--- src/rtl/core/acr_pkg.sv ---
// Package with the shared types, widths and codes of the box collision resolver.
package acr_pkg;

  localparam int CoordW  = 32;
  localparam int SizeW   = 24;
  localparam int ExtW    = 2 * SizeW;
  localparam int DiffW   = CoordW + 3;
  localparam int SumW    = SizeW + 1;
  localparam int MulInW  = SumW + 1;
  localparam int ProdW   = 2 * MulInW;

  typedef logic signed [CoordW-1:0] coord_t;
  typedef logic        [SizeW-1:0]  size_t;
  typedef logic        [ExtW-1:0]   extent_t;
  typedef logic signed [DiffW-1:0]  diff_t;
  typedef logic        [SumW-1:0]   span_t;
  typedef logic signed [ProdW-1:0]  prod_t;

  typedef enum logic [2:0] {
    FACE_NONE   = 3'd0,
    FACE_BOTTOM = 3'd1,
    FACE_LEFT   = 3'd2,
    FACE_RIGHT  = 3'd3,
    FACE_TOP    = 3'd4
  } face_t;

  typedef enum logic [1:0] {
    MODE_PUSH_A,
    MODE_PUSH_B,
    MODE_RESTORE
  } mode_t;

  typedef struct packed {
    coord_t      a_pos_x;
    coord_t      a_pos_y;
    extent_t     a_extent;
    coord_t      a_prev_x;
    coord_t      a_prev_y;
    coord_t      b_pos_x;
    coord_t      b_pos_y;
    extent_t     b_extent;
    coord_t      b_prev_x;
    coord_t      b_prev_y;
    logic [1:0]  static_flags;
  } pair_t;

  typedef struct packed {
    coord_t ax;
    coord_t ay;
    coord_t apx;
    coord_t apy;
    coord_t bx;
    coord_t by;
    coord_t bpx;
    coord_t bpy;
  } boxpos_t;

  typedef struct packed {
    coord_t bot;
    coord_t top;
    coord_t right;
    coord_t left;
  } pushpos_t;

  typedef struct packed {
    mode_t    mode;
    diff_t    dx;
    diff_t    dy;
    span_t    w;
    span_t    h;
    pushpos_t push;
    boxpos_t  pos;
  } s1_t;

  typedef struct packed {
    mode_t    mode;
    logic     hit;
    prod_t    cw;
    prod_t    ch;
    pushpos_t push;
    boxpos_t  pos;
  } s2_t;

  typedef struct packed {
    logic   hit;
    face_t  face;
    coord_t a_new_x;
    coord_t a_new_y;
    coord_t b_new_x;
    coord_t b_new_y;
  } result_t;

endpackage

--- src/rtl/core/acr_resolve.sv ---
// Third stage: face decision and resolved corners, held in the output register.
module acr_resolve import acr_pkg::*; (
  input  logic    clk,
  input  logic    rst_n,
  input  logic    in_valid,
  input  s2_t     in_data,
  output logic    in_ready,
  output logic    out_valid,
  output result_t out_data,
  input  logic    out_ready
);

  logic    v_r;
  result_t d_r;
  result_t d_nxt;
  face_t   face;
  prod_t   neg_ch;
  logic    push_y;
  logic    push_x;
  coord_t  new_y;
  coord_t  new_x;

  always_comb begin
    neg_ch = -in_data.ch;
    if (!in_data.hit) begin
      face = FACE_NONE;
    end else if (in_data.cw > in_data.ch) begin
      face = (in_data.cw > neg_ch) ? FACE_BOTTOM : FACE_LEFT;
    end else begin
      face = (in_data.cw > neg_ch) ? FACE_RIGHT : FACE_TOP;
    end

    push_y = (face == FACE_BOTTOM) || (face == FACE_TOP);
    push_x = (face == FACE_LEFT) || (face == FACE_RIGHT);
    new_y  = (face == FACE_BOTTOM) ? in_data.push.bot : in_data.push.top;
    new_x  = (face == FACE_RIGHT) ? in_data.push.right : in_data.push.left;

    d_nxt.hit     = in_data.hit;
    d_nxt.face    = face;
    d_nxt.a_new_x = in_data.pos.ax;
    d_nxt.a_new_y = in_data.pos.ay;
    d_nxt.b_new_x = in_data.pos.bx;
    d_nxt.b_new_y = in_data.pos.by;

    case (in_data.mode)
      MODE_PUSH_A: begin
        if (push_y) d_nxt.a_new_y = new_y;
        if (push_x) d_nxt.a_new_x = new_x;
      end
      MODE_PUSH_B: begin
        if (push_y) d_nxt.b_new_y = new_y;
        if (push_x) d_nxt.b_new_x = new_x;
      end
      MODE_RESTORE: begin
        if (push_y) begin
          d_nxt.a_new_y = in_data.pos.apy;
          d_nxt.b_new_y = in_data.pos.bpy;
        end
        if (push_x) begin
          d_nxt.a_new_x = in_data.pos.apx;
          d_nxt.b_new_x = in_data.pos.bpx;
        end
      end
      default: begin
      end
    endcase
  end

  assign in_ready = !v_r || out_ready;

  always_ff @(posedge clk) begin
    if (!rst_n) begin
      v_r <= 1'b0;
    end else if (in_ready) begin
      v_r <= in_valid;
    end
  end

  always_ff @(posedge clk) begin
    if (in_valid && in_ready) begin
      d_r <= d_nxt;
    end
  end

  assign out_valid = v_r;
  assign out_data  = d_r;

endmodule

--- config.mk ---
export PLATFORM = sky130hd
export DESIGN_NAME = acr_resolve
export DESIGN_NICKNAME = d
export VERILOG_FILES = /design/src/rtl/core/acr_pkg.sv /design/src/rtl/core/acr_resolve.sv
export SDC_FILE = /design/constraint.sdc
export NUM_CORES = 1
export LEC_CHECK = 0
export BUFFER_PORTS_ARGS = -buffer_cell sky130_fd_sc_hd__buf_2
export CORE_AREA = 2 2 245 247
export DETAILED_ROUTE_END_ITERATION = 8
export DIE_AREA = 0 0 247 249
export SLEW_MARGIN = 20
export SYNTH_ARGS = -nofsm -noshare
export SYNTH_HDL_FRONTEND = slang
export SYNTH_SLANG_ARGS = --single-unit
export TNS_END_PERCENT = 5
--- constraint.sdc ---
create_clock -name clk -period 16.6 [get_ports clk]
set_input_delay 0 -clock clk [delete_from_list [all_inputs] [get_ports clk]]
set_output_delay 0 -clock clk [all_outputs]
set_load 0.05 [all_outputs]
=== Yosys cells after proc, flatten, opt, wreduce, memory -nomap -nowiden ===
Cells that the tools add are included.

* Flip-flop bits (word level): 133
* Input bits: 495
* Output and inout port bits: 134
* Word-level logic and storage cells: 38

* Add/subtract/negate cells: 1
* Magnitude comparators: 2
* Eq/ne operators: 6
* Mux-type cells: 16
* Reductions and logical operators: 6

{| class="wikitable"
|+ Operator list
! cell !! number
|-
| $mux W32 || 10
|-
| $pmux W64 S2 || 2
|-
| $gt A52 B52 Y1 || 2
|-
| $neg A52 Y52 || 1
|-
| $mux W3 || 3
|-
| $eq A3 B2 Y1 const B || 2
|-
| $eq A3 B1 Y1 const B || 1
|-
| $eq A3 B3 Y1 const B || 1
|-
| $logic_or A1 B1 Y1 || 3
|-
| $eq A2 B1 Y1 const B || 1
|-
| $eq A2 B2 Y1 const B || 1
|-
| $logic_not A2 Y1 || 1
|-
| $mux W2 || 1
|-
| $logic_and A1 B1 Y1 || 1
|-
| $logic_not A1 Y1 || 1
|}

=== Depth between registers and ports, before layout ===
* Depth after elaboration: 9
* Gate-level depth with buffers: 30
* Mapped depth without buffers: 25

=== Worst setup path before layout ===
No wires, ideal clock.

* Path kind: in2reg
* Start: in in_data[403] (netlist bit)
* End: reg d_r (netlist bit out_data[64]), data pin
* Setup time: 0.264 ns
* Arrival: 6.744 ns
* Required time: 16.336 ns
* Slack: 9.592 ns
* Cell stages on the path: 28
* Path buffers: 4
* Cell sequence: or4_1 or4_4 nor4_4 nand3_2 or4_4 or4_4 nor4_4 xnor2_1 ha_1 nand4_1 nor3_1 a211o_1 a211oi_1 o211ai_1 mux2_2 inv_1 clkbuf_1 ha_1 nand2b_1 or2_2 nor2_1 mux2i_1 o21a_1 buf_2 or2_2 clkbuf_1 buf_1 o2bb2ai_1

{| class="wikitable"
|+ RTL lines
! element !! RTL line !! text
|-
| from (decl) || acr_resolve.sv:6 || <nowiki>input s2_t in_data,</nowiki>
|-
| to (signal assigned) || acr_resolve.sv:81 || <nowiki>d_r <= d_nxt;</nowiki>
|-
| to (decl) || acr_resolve.sv:14 || <nowiki>result_t d_r;</nowiki>
|}

==> impl_metrics.csv <==
group,metric,value,unit
sta,finalHoldViolCount,0,
sta,setup_viol,0,
floorplanning,start_util,0.190,
setup_path,timing.rr.end,"out_data[115]",
setup_path,cp.buffers_inverters,6,
finish,final_nets,2589,
route,wl_per_cell,20.9,um
clock_network,cts_buffer_depth,2,
setup_path,reg2reg_from,"out_valid",
sta,worstMarginPinSlew,1130,ps
route,ant_nets,0,
sta,slew_violations,0,
sta,fin_crit_sh,0.580,
run,drv_cap,0,
logic_synthesis,synthArstFlopShare,0,
sta,relSlewSlack,0.240,
sta,finClkSkew,35.3,ps
route,drc,0,
sta,fmax,104,MHz
global_route,grt_overflow,0,
clock_network,numCtsBuffers,17,
setup_path,path_max_fanout,37,
pwr,vdd.ir_drop.worst,0.0000709,V
worst_hold_path,holdPathEnd,"out_data[12]",
logic_synthesis,syn_nets,1732,
route,via_per_inst,4.89,
clock_network,cts_tree,"yes",
setup_path,startpoint_type,"input port",
clock_network,cts-htree-levels,4,
global_route,antenna_found_initial,23,
worst_hold_path,hp-start,"in_data[12]",
run_status,outcome,"finished clean",
floorplanning,ioPinCount,629,
logic_synthesis,avgSynthCellArea,9.86,um^2
clock_network,post_cts_resized,0,
pwr,total_power,1.42,mW
logic_synthesis,synth_edf_count,132,
clock_network,root_buffer,"clkbuf_16",
setup_path,endpoint_kind,"flip-flop",
setup_path,reg2reg_depth,3,
sta,rsz0062_at_grt,"false",
logic_synthesis,synth_cells,1129,
global_route,grt_pass1_vias,14000,
route,drtPass1Iterations,5,
sta,timing.hold.ws,51.4,ps
setup_path,cpLargestDelayFamily,"simple AND/OR/NAND/NOR gates",
global_route,grt_start_max_net_pins,75,
clock_network,clk_pin_slew_worst_paths,70,ps
place,portBuffers,628,
setup_path,slowest_stage,"o21a_1",
route,vias,13600,
route,wirelength,58.2,mm
setup_path,required,16910,ps
finish,final_core_util,0.315,
sta,tns,0,ps
pwr,power.density,77.0,nW/um^2
logic_synthesis,ys_warn_count,0,
clock_network,cts.sinks,133,
logic_synthesis,synth_cell_types,54,
logic_synthesis,ys_ff_latch,133,
setup_path,r2r_setup_slack,13970,ps
worst_hold_path,hold_class,"input port to flip-flop",
worst_hold_path,whs_path_depth,3,
place,place_congestion,0.931,
place,place_hpwl,43.7,mm
floorplanning,die_h,249,um
pwr,p_leak,8.14,nW
finish,drive_gt1_frac,0.365,
setup_path,max_stage_delay,650,ps
floorplanning,coreArea,58700,um^2
setup_path,critPathArrivalTime,9940,ps
finish,area_growth,65.8,%
sta,finalCriticalPeriod,9630,ps
logic_synthesis,synth-seq-area-share,0.358,
logic_synthesis,synth-main-ff-cell,"edfxtp_1",
logic_synthesis,synthesis.area,11100,um^2
floorplanning,rows,89,
floorplanning,die_x,247,um
global_route,grt_pass1_wl,83.5,mm
global_route,grt_use_total,0.181,
floorplanning,die-area,61500,um^2
setup_path,path_class,"input port to flip-flop",
clock_network,clock_latency,460,ps
route,dr.first_iter.drc_count,929,
==> worst reg2reg max path, stage by stage (launching register included) <==
cell	delay, ps
dfxtp_1	320
nand2b_1	120
and2_4	760
buf_4	860
==> metrics by stage <==
| stage | setup slack, ps | area (um^2) | std cells |
|---|---|---|---|
| 2_1_floorplan | 9590 | 11100 | 1129 |
| 3_3_place_gp | 7460 | 15100 | 2470 |
| 3_5_place_dp | 7210 | 15100 | 2470 |
| 4_1_cts | 7130 | 18400 | 2772 |
| 5_1_grt | 6410 | 18400 | 2776 |
| 6_report | 6970 | 18500 | 2783 |
==> final cells by class <==
class                           instances  area [um^2]
Tap cell                              773          967
Antenna cell                           11         27.5
Inverter                               63          236
Sequential cell                       133         3980
Clock inverter                         13          145
Clock buffer                           19          453
Timing Repair Buffer                  914         5970
Fill cell                            6045        40200
Multi-Input combinational cell        857         6690
==> state kept, by name, summed over array words and instances (netlist names) <==
register and cells:
out_valid 1, out_data 132
==> repair_timing <==
action                                 CTS  global route
hold buffers                           270             0
buffers inserted                         0             0
endpoints found under the hold margin  129             0
==> Yosys cell counts, drive strengths merged, types with 18 or more instances <==
master / instances / area, um^2
nand4: 24 / 150
o21ai: 81 / 405
edfxtp: 132 / 3960
clkbuf: 68 / 255
a22oi: 28 / 210
mux2i: 37 / 370
mux2: 30 / 338
o311ai: 28 / 245
a2bb2oi: 32 / 280
a21o: 18 / 135
o2bb2ai: 61 / 534
a21oi: 96 / 480
xnor2: 44 / 385
or3: 36 / 225
ha: 108 / 1350
inv: 62 / 233
nor2: 33 / 124
nand2: 33 / 124
nor3: 19 / 95.1
a32oi: 32 / 280
==> logic make-up (layout without fill, tap and decap cells) <==
| kind of cell | count (synthesis) | after routing | share of synthesized area |
|---|---|---|---|
| compound gates | 421 | 421 | 0.263 |
| simple gates | 216 | 216 | 0.112 |
| fa+ha+maj | 108 | 108 | 0.121 |
| other cells | 0 | 11 | 0 |
| mux | 67 | 67 | 0.0636 |
| buf+inv | 139 | 1009 | 0.0470 |
| xor+xnor | 45 | 45 | 0.0354 |
| flops | 133 | 133 | 0.358 |
==> layer usage <==
metal  vias to the layer above  routed length [um]  track usage  part of all wire
li1                       6225                   -            -                 -
met1                      6420               23000        0.209              0.39
met2                       811               27800        0.313              0.48
met3                       127                4950       0.0430             0.085
met4                        18                2350       0.0812             0.040
met5                         -                 119            0            0.0020
==> cell usage in the layout (no fill, tap or decap), types with 5 or more instances in the layout <==
master and count:
nor2_1 33, o2bb2ai_1 61, buf_4 16, and3_1 7
edfxtp_1 132, o311ai_0 28, nand2_1 32, a22oi_1 28
nand3_1 13, o2111ai_1 5, o211ai_1 9, a2bb2oi_1 32
buf_2 628, nor4_1 7, nor3_1 19, dlygate4sd3_1 270
a211oi_1 6, or4_4 5, mux2_2 30, ha_1 105
or3_1 36, a21o_1 18, xnor2_1 44, nand4_1 24
and4_1 9, o21ai_0 79, a21oi_1 96, a32oi_1 32
o21a_1 6, diode_2 11, clkbuf_16 17, mux2i_1 36
nor2b_1 7, inv_1 62
==> report_power, final <==
| group | switching [mW] | internal, mW |
|---|---|---|
| Clock | 0.173 | 0.231 |
| Combinational | 0.357 | 0.233 |
| Sequential | 0.0120 | 0.415 |
| Total | 0.541 | 0.880 |
==> worst max path at each step <==
stage          slack [ps]    startpoint            to  depth (start not counted)
2_1_floorplan        9590  in_data[403]  out_data[64]                         28
3_3_place_gp         7460  in_data[396]  out_data[91]                         28
3_5_place_dp         7210  in_data[395]  out_data[72]                         28
4_1_cts              7130  in_data[395]  out_data[72]                         29
5_1_grt              6410  in_data[395]  out_data[77]                         29
6_report             6970  in_data[396]  out_data[78]                         28
Note: power is estimated with default switching activity, not from simulation.
