==> config.mk <==
export PLATFORM = sky130hd
export DESIGN_NAME = acr_setup
export DESIGN_NICKNAME = d
export VERILOG_FILES = /design/src/rtl/core/acr_pkg.sv /design/src/rtl/core/acr_setup.sv
export SDC_FILE = /design/constraint.sdc
export NUM_CORES = 1
export LEC_CHECK = 0
export BUFFER_PORTS_ARGS = -buffer_cell sky130_fd_sc_hd__buf_4
export CORE_AREA = 4 4 333 335
export CTS_CLUSTER_DIAMETER = 60
export DETAILED_ROUTE_END_ITERATION = 10
export DIE_AREA = 0 0 337 339
export PLACE_DENSITY = 0.48
export SLEW_MARGIN = 20
export SYNTH_ARGS = -nofsm -noshare
export SYNTH_HDL_FRONTEND = slang
export SYNTH_SLANG_ARGS = --single-unit
==> constraint.sdc <==
create_clock -name clk -period 22.1 [get_ports clk]
set_clock_uncertainty 0.05 [all_clocks]
set_input_delay 4.42 -clock clk [delete_from_list [all_inputs] [get_ports clk]]
set_output_delay 4.42 -clock clk [all_outputs]
set_load 0.01 [all_outputs]
==> src/rtl/core/acr_pkg.sv <==
// Package with the shared types, widths and codes of the box collision resolver.
package acr_pkg;

  localparam int CoordW  = 32;
  localparam int SizeW   = 24;
  localparam int ExtW    = 2 * SizeW;
  localparam int DiffW   = CoordW + 3;
  localparam int SumW    = SizeW + 1;
  localparam int MulInW  = SumW + 1;
  localparam int ProdW   = 2 * MulInW;

  typedef logic signed [CoordW-1:0] coord_t;
  typedef logic        [SizeW-1:0]  size_t;
  typedef logic        [ExtW-1:0]   extent_t;
  typedef logic signed [DiffW-1:0]  diff_t;
  typedef logic        [SumW-1:0]   span_t;
  typedef logic signed [ProdW-1:0]  prod_t;

  typedef enum logic [2:0] {
    FACE_NONE   = 3'd0,
    FACE_BOTTOM = 3'd1,
    FACE_LEFT   = 3'd2,
    FACE_RIGHT  = 3'd3,
    FACE_TOP    = 3'd4
  } face_t;

  typedef enum logic [1:0] {
    MODE_PUSH_A,
    MODE_PUSH_B,
    MODE_RESTORE
  } mode_t;

  typedef struct packed {
    coord_t      a_pos_x;
    coord_t      a_pos_y;
    extent_t     a_extent;
    coord_t      a_prev_x;
    coord_t      a_prev_y;
    coord_t      b_pos_x;
    coord_t      b_pos_y;
    extent_t     b_extent;
    coord_t      b_prev_x;
    coord_t      b_prev_y;
    logic [1:0]  static_flags;
  } pair_t;

  typedef struct packed {
    coord_t ax;
    coord_t ay;
    coord_t apx;
    coord_t apy;
    coord_t bx;
    coord_t by;
    coord_t bpx;
    coord_t bpy;
  } boxpos_t;

  typedef struct packed {
    coord_t bot;
    coord_t top;
    coord_t right;
    coord_t left;
  } pushpos_t;

  typedef struct packed {
    mode_t    mode;
    diff_t    dx;
    diff_t    dy;
    span_t    w;
    span_t    h;
    pushpos_t push;
    boxpos_t  pos;
  } s1_t;

  typedef struct packed {
    mode_t    mode;
    logic     hit;
    prod_t    cw;
    prod_t    ch;
    pushpos_t push;
    boxpos_t  pos;
  } s2_t;

  typedef struct packed {
    logic   hit;
    face_t  face;
    coord_t a_new_x;
    coord_t a_new_y;
    coord_t b_new_x;
    coord_t b_new_y;
  } result_t;

endpackage

==> src/rtl/core/acr_setup.sv <==
// First stage: mover selection, doubled centre offsets, summed size spans and push targets.
module acr_setup import acr_pkg::*; (
  input  logic  clk,
  input  logic  rst_n,
  input  logic  in_valid,
  input  pair_t in_data,
  output logic  in_ready,
  output logic  out_valid,
  output s1_t   out_data,
  input  logic  out_ready
);

  logic   v_r;
  s1_t    d_r;
  s1_t    d_nxt;
  logic   a_st;
  logic   b_st;
  logic   a_moves;
  coord_t m_x, m_y, o_x, o_y;
  size_t  m_w, m_h, o_w, o_h;
  diff_t  m_x2, m_y2, o_x2, o_y2;

  assign a_st    = in_data.static_flags[0];
  assign b_st    = in_data.static_flags[1];
  assign a_moves = b_st || !a_st;

  always_comb begin
    m_x = a_moves ? in_data.a_pos_x : in_data.b_pos_x;
    m_y = a_moves ? in_data.a_pos_y : in_data.b_pos_y;
    o_x = a_moves ? in_data.b_pos_x : in_data.a_pos_x;
    o_y = a_moves ? in_data.b_pos_y : in_data.a_pos_y;
    m_w = a_moves ? in_data.a_extent[ExtW-1:SizeW] : in_data.b_extent[ExtW-1:SizeW];
    m_h = a_moves ? in_data.a_extent[SizeW-1:0]    : in_data.b_extent[SizeW-1:0];
    o_w = a_moves ? in_data.b_extent[ExtW-1:SizeW] : in_data.a_extent[ExtW-1:SizeW];
    o_h = a_moves ? in_data.b_extent[SizeW-1:0]    : in_data.a_extent[SizeW-1:0];

    // Centre quantities are kept at twice their value so halves stay exact.
    m_x2 = {{2{m_x[CoordW-1]}}, m_x, 1'b0};
    m_y2 = {{2{m_y[CoordW-1]}}, m_y, 1'b0};
    o_x2 = {{2{o_x[CoordW-1]}}, o_x, 1'b0};
    o_y2 = {{2{o_y[CoordW-1]}}, o_y, 1'b0};

    if (b_st) begin
      d_nxt.mode = MODE_PUSH_A;
    end else if (a_st) begin
      d_nxt.mode = MODE_PUSH_B;
    end else begin
      d_nxt.mode = MODE_RESTORE;
    end
    d_nxt.dx = m_x2 + diff_t'({(DiffW-SizeW)'(0), m_w})
             - o_x2 - diff_t'({(DiffW-SizeW)'(0), o_w});
    d_nxt.dy = m_y2 + diff_t'({(DiffW-SizeW)'(0), m_h})
             - o_y2 - diff_t'({(DiffW-SizeW)'(0), o_h});
    d_nxt.w  = {1'b0, m_w} + {1'b0, o_w};
    d_nxt.h  = {1'b0, m_h} + {1'b0, o_h};

    // Flush positions against each face; these wrap like a plain 32-bit adder.
    d_nxt.push.bot   = o_y + coord_t'({(CoordW-SizeW)'(0), o_h});
    d_nxt.push.top   = o_y - coord_t'({(CoordW-SizeW)'(0), m_h});
    d_nxt.push.right = o_x + coord_t'({(CoordW-SizeW)'(0), o_w});
    d_nxt.push.left  = o_x - coord_t'({(CoordW-SizeW)'(0), m_w});

    d_nxt.pos.ax  = in_data.a_pos_x;
    d_nxt.pos.ay  = in_data.a_pos_y;
    d_nxt.pos.apx = in_data.a_prev_x;
    d_nxt.pos.apy = in_data.a_prev_y;
    d_nxt.pos.bx  = in_data.b_pos_x;
    d_nxt.pos.by  = in_data.b_pos_y;
    d_nxt.pos.bpx = in_data.b_prev_x;
    d_nxt.pos.bpy = in_data.b_prev_y;
  end

  assign in_ready = !v_r || out_ready;

  always_ff @(posedge clk) begin
    if (!rst_n) begin
      v_r <= 1'b0;
    end else if (in_ready) begin
      v_r <= in_valid;
    end
  end

  always_ff @(posedge clk) begin
    if (in_valid && in_ready) begin
      d_r <= d_nxt;
    end
  end

  assign out_valid = v_r;
  assign out_data  = d_r;

endmodule

== Word-level counts from Yosys, hierarchy flattened ==
Cells that the tools add are included.
Word-level totals
  flip-flop bits (word level): 507
  output and inout bits: 508
  word-level logic and storage cells: 44
Operators by class
  add/sub/neg operators: 12
  mux-type cells: 9
  reductions and logical operators: 5
Operators by type and width (number)
  $mux 32: 4
  $mux 24: 4
  $sub 34x33->35: 2
  $sub 35x25->35: 2
  $add 33x25->34: 2
  $add 32x25->32: 2
  $sub 32x25->32: 2
  $add 24x24->25: 2
  $logic_not 1->1: 2
  $logic_or 1x1->1: 2
  $mux 2: 1
  $logic_and 1x1->1: 1

== Depth between registers and ports, before layout ==
  depth in word-level cells: 6
  gate-level depth with buffers: 25
  gate-level depth less buffers: 19

== Least setup slack after synthesis ==
Ideal clock, no wire load.
  path kind: input to register
  from: input out_ready
  to: register d_r (netlist bit out_data[0]), enable pin
  arrival time: 16.034 ns
  setup slack: 5.079 ns
  stages on the path: 2
  path buffers: 0
  cell sequence: nand2b_1 -> and2_1
On the way
  longest elaborated chain between the ends: 2
Ends and longest elaborated chain
  from (decl): RTL line acr_setup.sv:10  | input logic out_ready
  $logic_or 1x1->1: RTL line acr_setup.sv:73  | assign in_ready = !v_r || out_ready;
  $logic_and 1x1->1: RTL line acr_setup.sv:84  | if (in_valid && in_ready) begin
  to (signal assigned): RTL line acr_setup.sv:85  | d_r <= d_nxt;
  to (decl): RTL line acr_setup.sv:14  | s1_t d_r;
No other way between the ends.
A chain may end at the register's enable or synchronous reset.

==> out/results.ini <==
[floorplan]
rows=121
initial_core_util_pct=29.4
die_area_um2=114000
coreArea_um2=108000
fp.dieW_um=337
die_h_um=339
ioPinCount=866

[critical_path]
reg2reg_slack_ns=18.88
cp.required_ns=22.43
crit_start=in_data[1]
startpoint_type=input pin
regToRegEndpoint=out_data[47]$_DFFE_PP_
cp-end-kind=flip-flop
worstPathArrival_ns=10.35
r2r-start=out_valid$_SDFFE_PN0N_
worst_r2r_path_depth=4
crit_type=in2reg
critPathMaxFanout=99

[sta]
relSlewSlack_pct=33.2
tns_ns=0
slew_viol_final=0
period_needed_ns=10.02
final.period_utilization_pct=45.4
rsz0062_at_grt=no
finalHoldViolations=0
setup_viol=0
fin_hold_ws_ns=0.508
tightestPinTransition_ns=0.988
max_freq_ghz=0.0998

[yosys]
synthCells=2961
synthMuxAreaShare_pct=2.28
avgSynthCellArea_um2=10.7
synth_simple_gate_area_share_pct=12.2
synth_compound_area_share_pct=12.6
ys_ff_latch=505
synth_top_family_by_area=adder cells
synth_fa_ha_area_share_pct=15.2
synth_top_flop_cell=edfxtp_1
synth_nets=3647
synth.distinct_cells=80
yosys_warnings=0
synthXorXnorAreaFrac_pct=6.06
async_flop_share_pct=0
seq_area_frac_synth_pct=47.6
synth-edff-count=504
netlist_area_um2=31800

[place]
place_inst=5176
io_buffers=865
hpwlAfterDp_mm=102
place_congestion=0.889

[clock_tree]
worstSkewPairLatency_ns=0.64
ctsResizeCount=0
htreeDepth=3
numCtsBuffers=80
cts_sinks=505
ctsHoldBuffers=0
post_cts_buffers=0
cts_tree=built
clkTransAtPathRegs_ns=0.05
root_buffer=clkbuf_16
clock_path_buffers=3

[worst_hold_path]
hold_depth=2
min_to=out_valid$_SDFFE_PN0N_
hp-class=reg2reg
min_from=out_valid$_SDFFE_PN0N_

[detailed_routing]
postRouteAntennaNets=0
drcViolationCount=0
vias=25600
vias_per_cell=4.81
drt_iter0_markers=1446
wl_per_cell_um=23.3
routed_wl_mm=124
first_pass_iters=5

[global_routing]
grt_overflow=0
grt_start_max_net_pins=125
grt_pass1_vias=25800
grtUsageTotal_pct=21.0
antenna_found_initial=21
grt_first_pass_wirelength_mm=177

[power]
power.leakage_nw=19.1
peakVddDrop_mv=0.0592
power.density_nw_per_um2=97.4

[finish]
layout.nets=4531
area_growth_pct=34.2
drive_gt1_share_pct=26.5
nFillCells=10700
stdcell_count=5326

[status]
status=completed

[job]
cap_violations=0

power breakdown:
| part | leakage (nW) | switching, mW | internal (mW) |
|---|---|---|---|
| combinational | 12.9 | 0.888 | 0.636 |
| sequential | 4.88 | 0.0528 | 1.27 |
| clock | 1.33 | 0.506 | 0.804 |
worst max path at each step:
stage	end	cells after the start
6_report	out_data[501]$_DFFE_PP_	19
3_5_place_dp	out_data[501]$_DFFE_PP_	19
5_1_grt	out_data[497]$_DFFE_PP_	19
4_1_cts	out_data[501]$_DFFE_PP_	19
2_1_floorplan	out_data[0]$_DFFE_PP_	2
3_3_place_gp	out_data[501]$_DFFE_PP_	19
synthesized netlist by cell type (14+ instances only):
cell | n | area share, %
a211oi_1 | 14 | 0.33
a21boi_0 | 17 | 0.40
a21o_1 | 112 | 2.6
a21oi_1 | 186 | 2.9
a31oi_1 | 26 | 0.51
and2_1 | 17 | 0.33
and3_1 | 24 | 0.47
buf_1 | 14 | 0.17
clkbuf_1 | 57 | 0.67
edfxtp_1 | 504 | 48
fa_1 | 98 | 6.2
ha_1 | 230 | 9.0
inv_1 | 259 | 3.1
mux2i_1 | 71 | 2.2
nand2_1 | 480 | 5.7
nand2b_1 | 24 | 0.47
nand3_1 | 47 | 0.74
nand4_1 | 23 | 0.45
nor2_1 | 163 | 1.9
nor2b_1 | 27 | 0.53
nor3_1 | 47 | 0.74
o21a_1 | 21 | 0.50
o21ai_0 | 95 | 1.5
o21bai_1 | 27 | 0.64
xnor2_1 | 132 | 3.6
xor2_1 | 88 | 2.4
worst max-delay path, cell delays in order:
cell and delay (ns):
buf_4 0.12, nand2b_4 0.29, inv_8 0.49, buf_4 0.46
mux2i_1 0.43, fa_1 0.48, inv_1 0.08, fa_1 0.41
inv_1 0.07, ha_1 0.27, nor2b_1 0.15, o21ai_0 0.24
a21oi_1 0.17, o221a_2 0.32, a2111oi_0 0.65, o21bai_1 0.28
a21oi_1 0.51, o31ai_1 0.16, xor2_1 0.16
routing by layer:
layer / wire [µm] / vias to the layer above / global-route usage (%)
met4: 3260 / 28 / 5.42
met2: 64500 / 765 / 39.0
met1: 45800 / 12300 / 22.6
met5: 189 / - / 0
met3: 10300 / 172 / 7.25
li1: - / 12300 / -
logic make-up (layout without fill, tap and decap cells):
kind of cell	after synthesis	after routing
flip-flops	505	505
buffers and inverters	337	1282
multiplexers	72	72
other	0	6
AO/OA/AOI/OAI	610	610
XOR/XNOR	220	220
adder cells (fa/ha/maj)	328	328
AND/OR/NAND/NOR	889	889
cells in the final DEF, fill, tap and decap left out, types with 88 or more instances in the layout:
cell type,synthesis,final
o21ai_0,95,95
nand2_1,480,480
edfxtp_1,504,504
a21o_1,112,112
xor2_1,88,88
buf_4,2,877
nor2_1,163,163
fa_1,98,98
ha_1,230,230
inv_1,259,259
xnor2_1,132,132
a21oi_1,186,186
sequential cells by signal (all words and copies together), names as in the netlist:
register / flops
out_data: 504
out_valid: 1
per-stage QoR:
step / total power [mW] / utilization, % / area (µm²) / worst slack, ns
4_1_cts: 4.22 / 39.4 / 42600 / 11.54
3_5_place_dp: 2.87 / 36.9 / 39900 / 10.89
5_1_grt: 4.40 / 39.5 / 42700 / 11.87
6_report: 4.16 / 39.5 / 42700 / 12.08
2_1_floorplan: 2.26 / - / 31800 / 5.08
3_3_place_gp: 2.88 / 36.9 / 39900 / 10.90
layout make-up:
class | instances | area (µm²) | share of cell area (%)
clock buffers | 85 | 2060 | 4.83
inverters | 260 | 983 | 2.30
diodes | 6 | 15.0 | 0.0352
flip-flops and latches | 505 | 15200 | 35.5
clock inverters | 58 | 682 | 1.60
repair buffers | 879 | 6630 | 15.5
multi-input cells | 2119 | 15400 | 36.0
well taps | 1414 | 1770 | 4.14
Power figures use the tool's default switching activity.
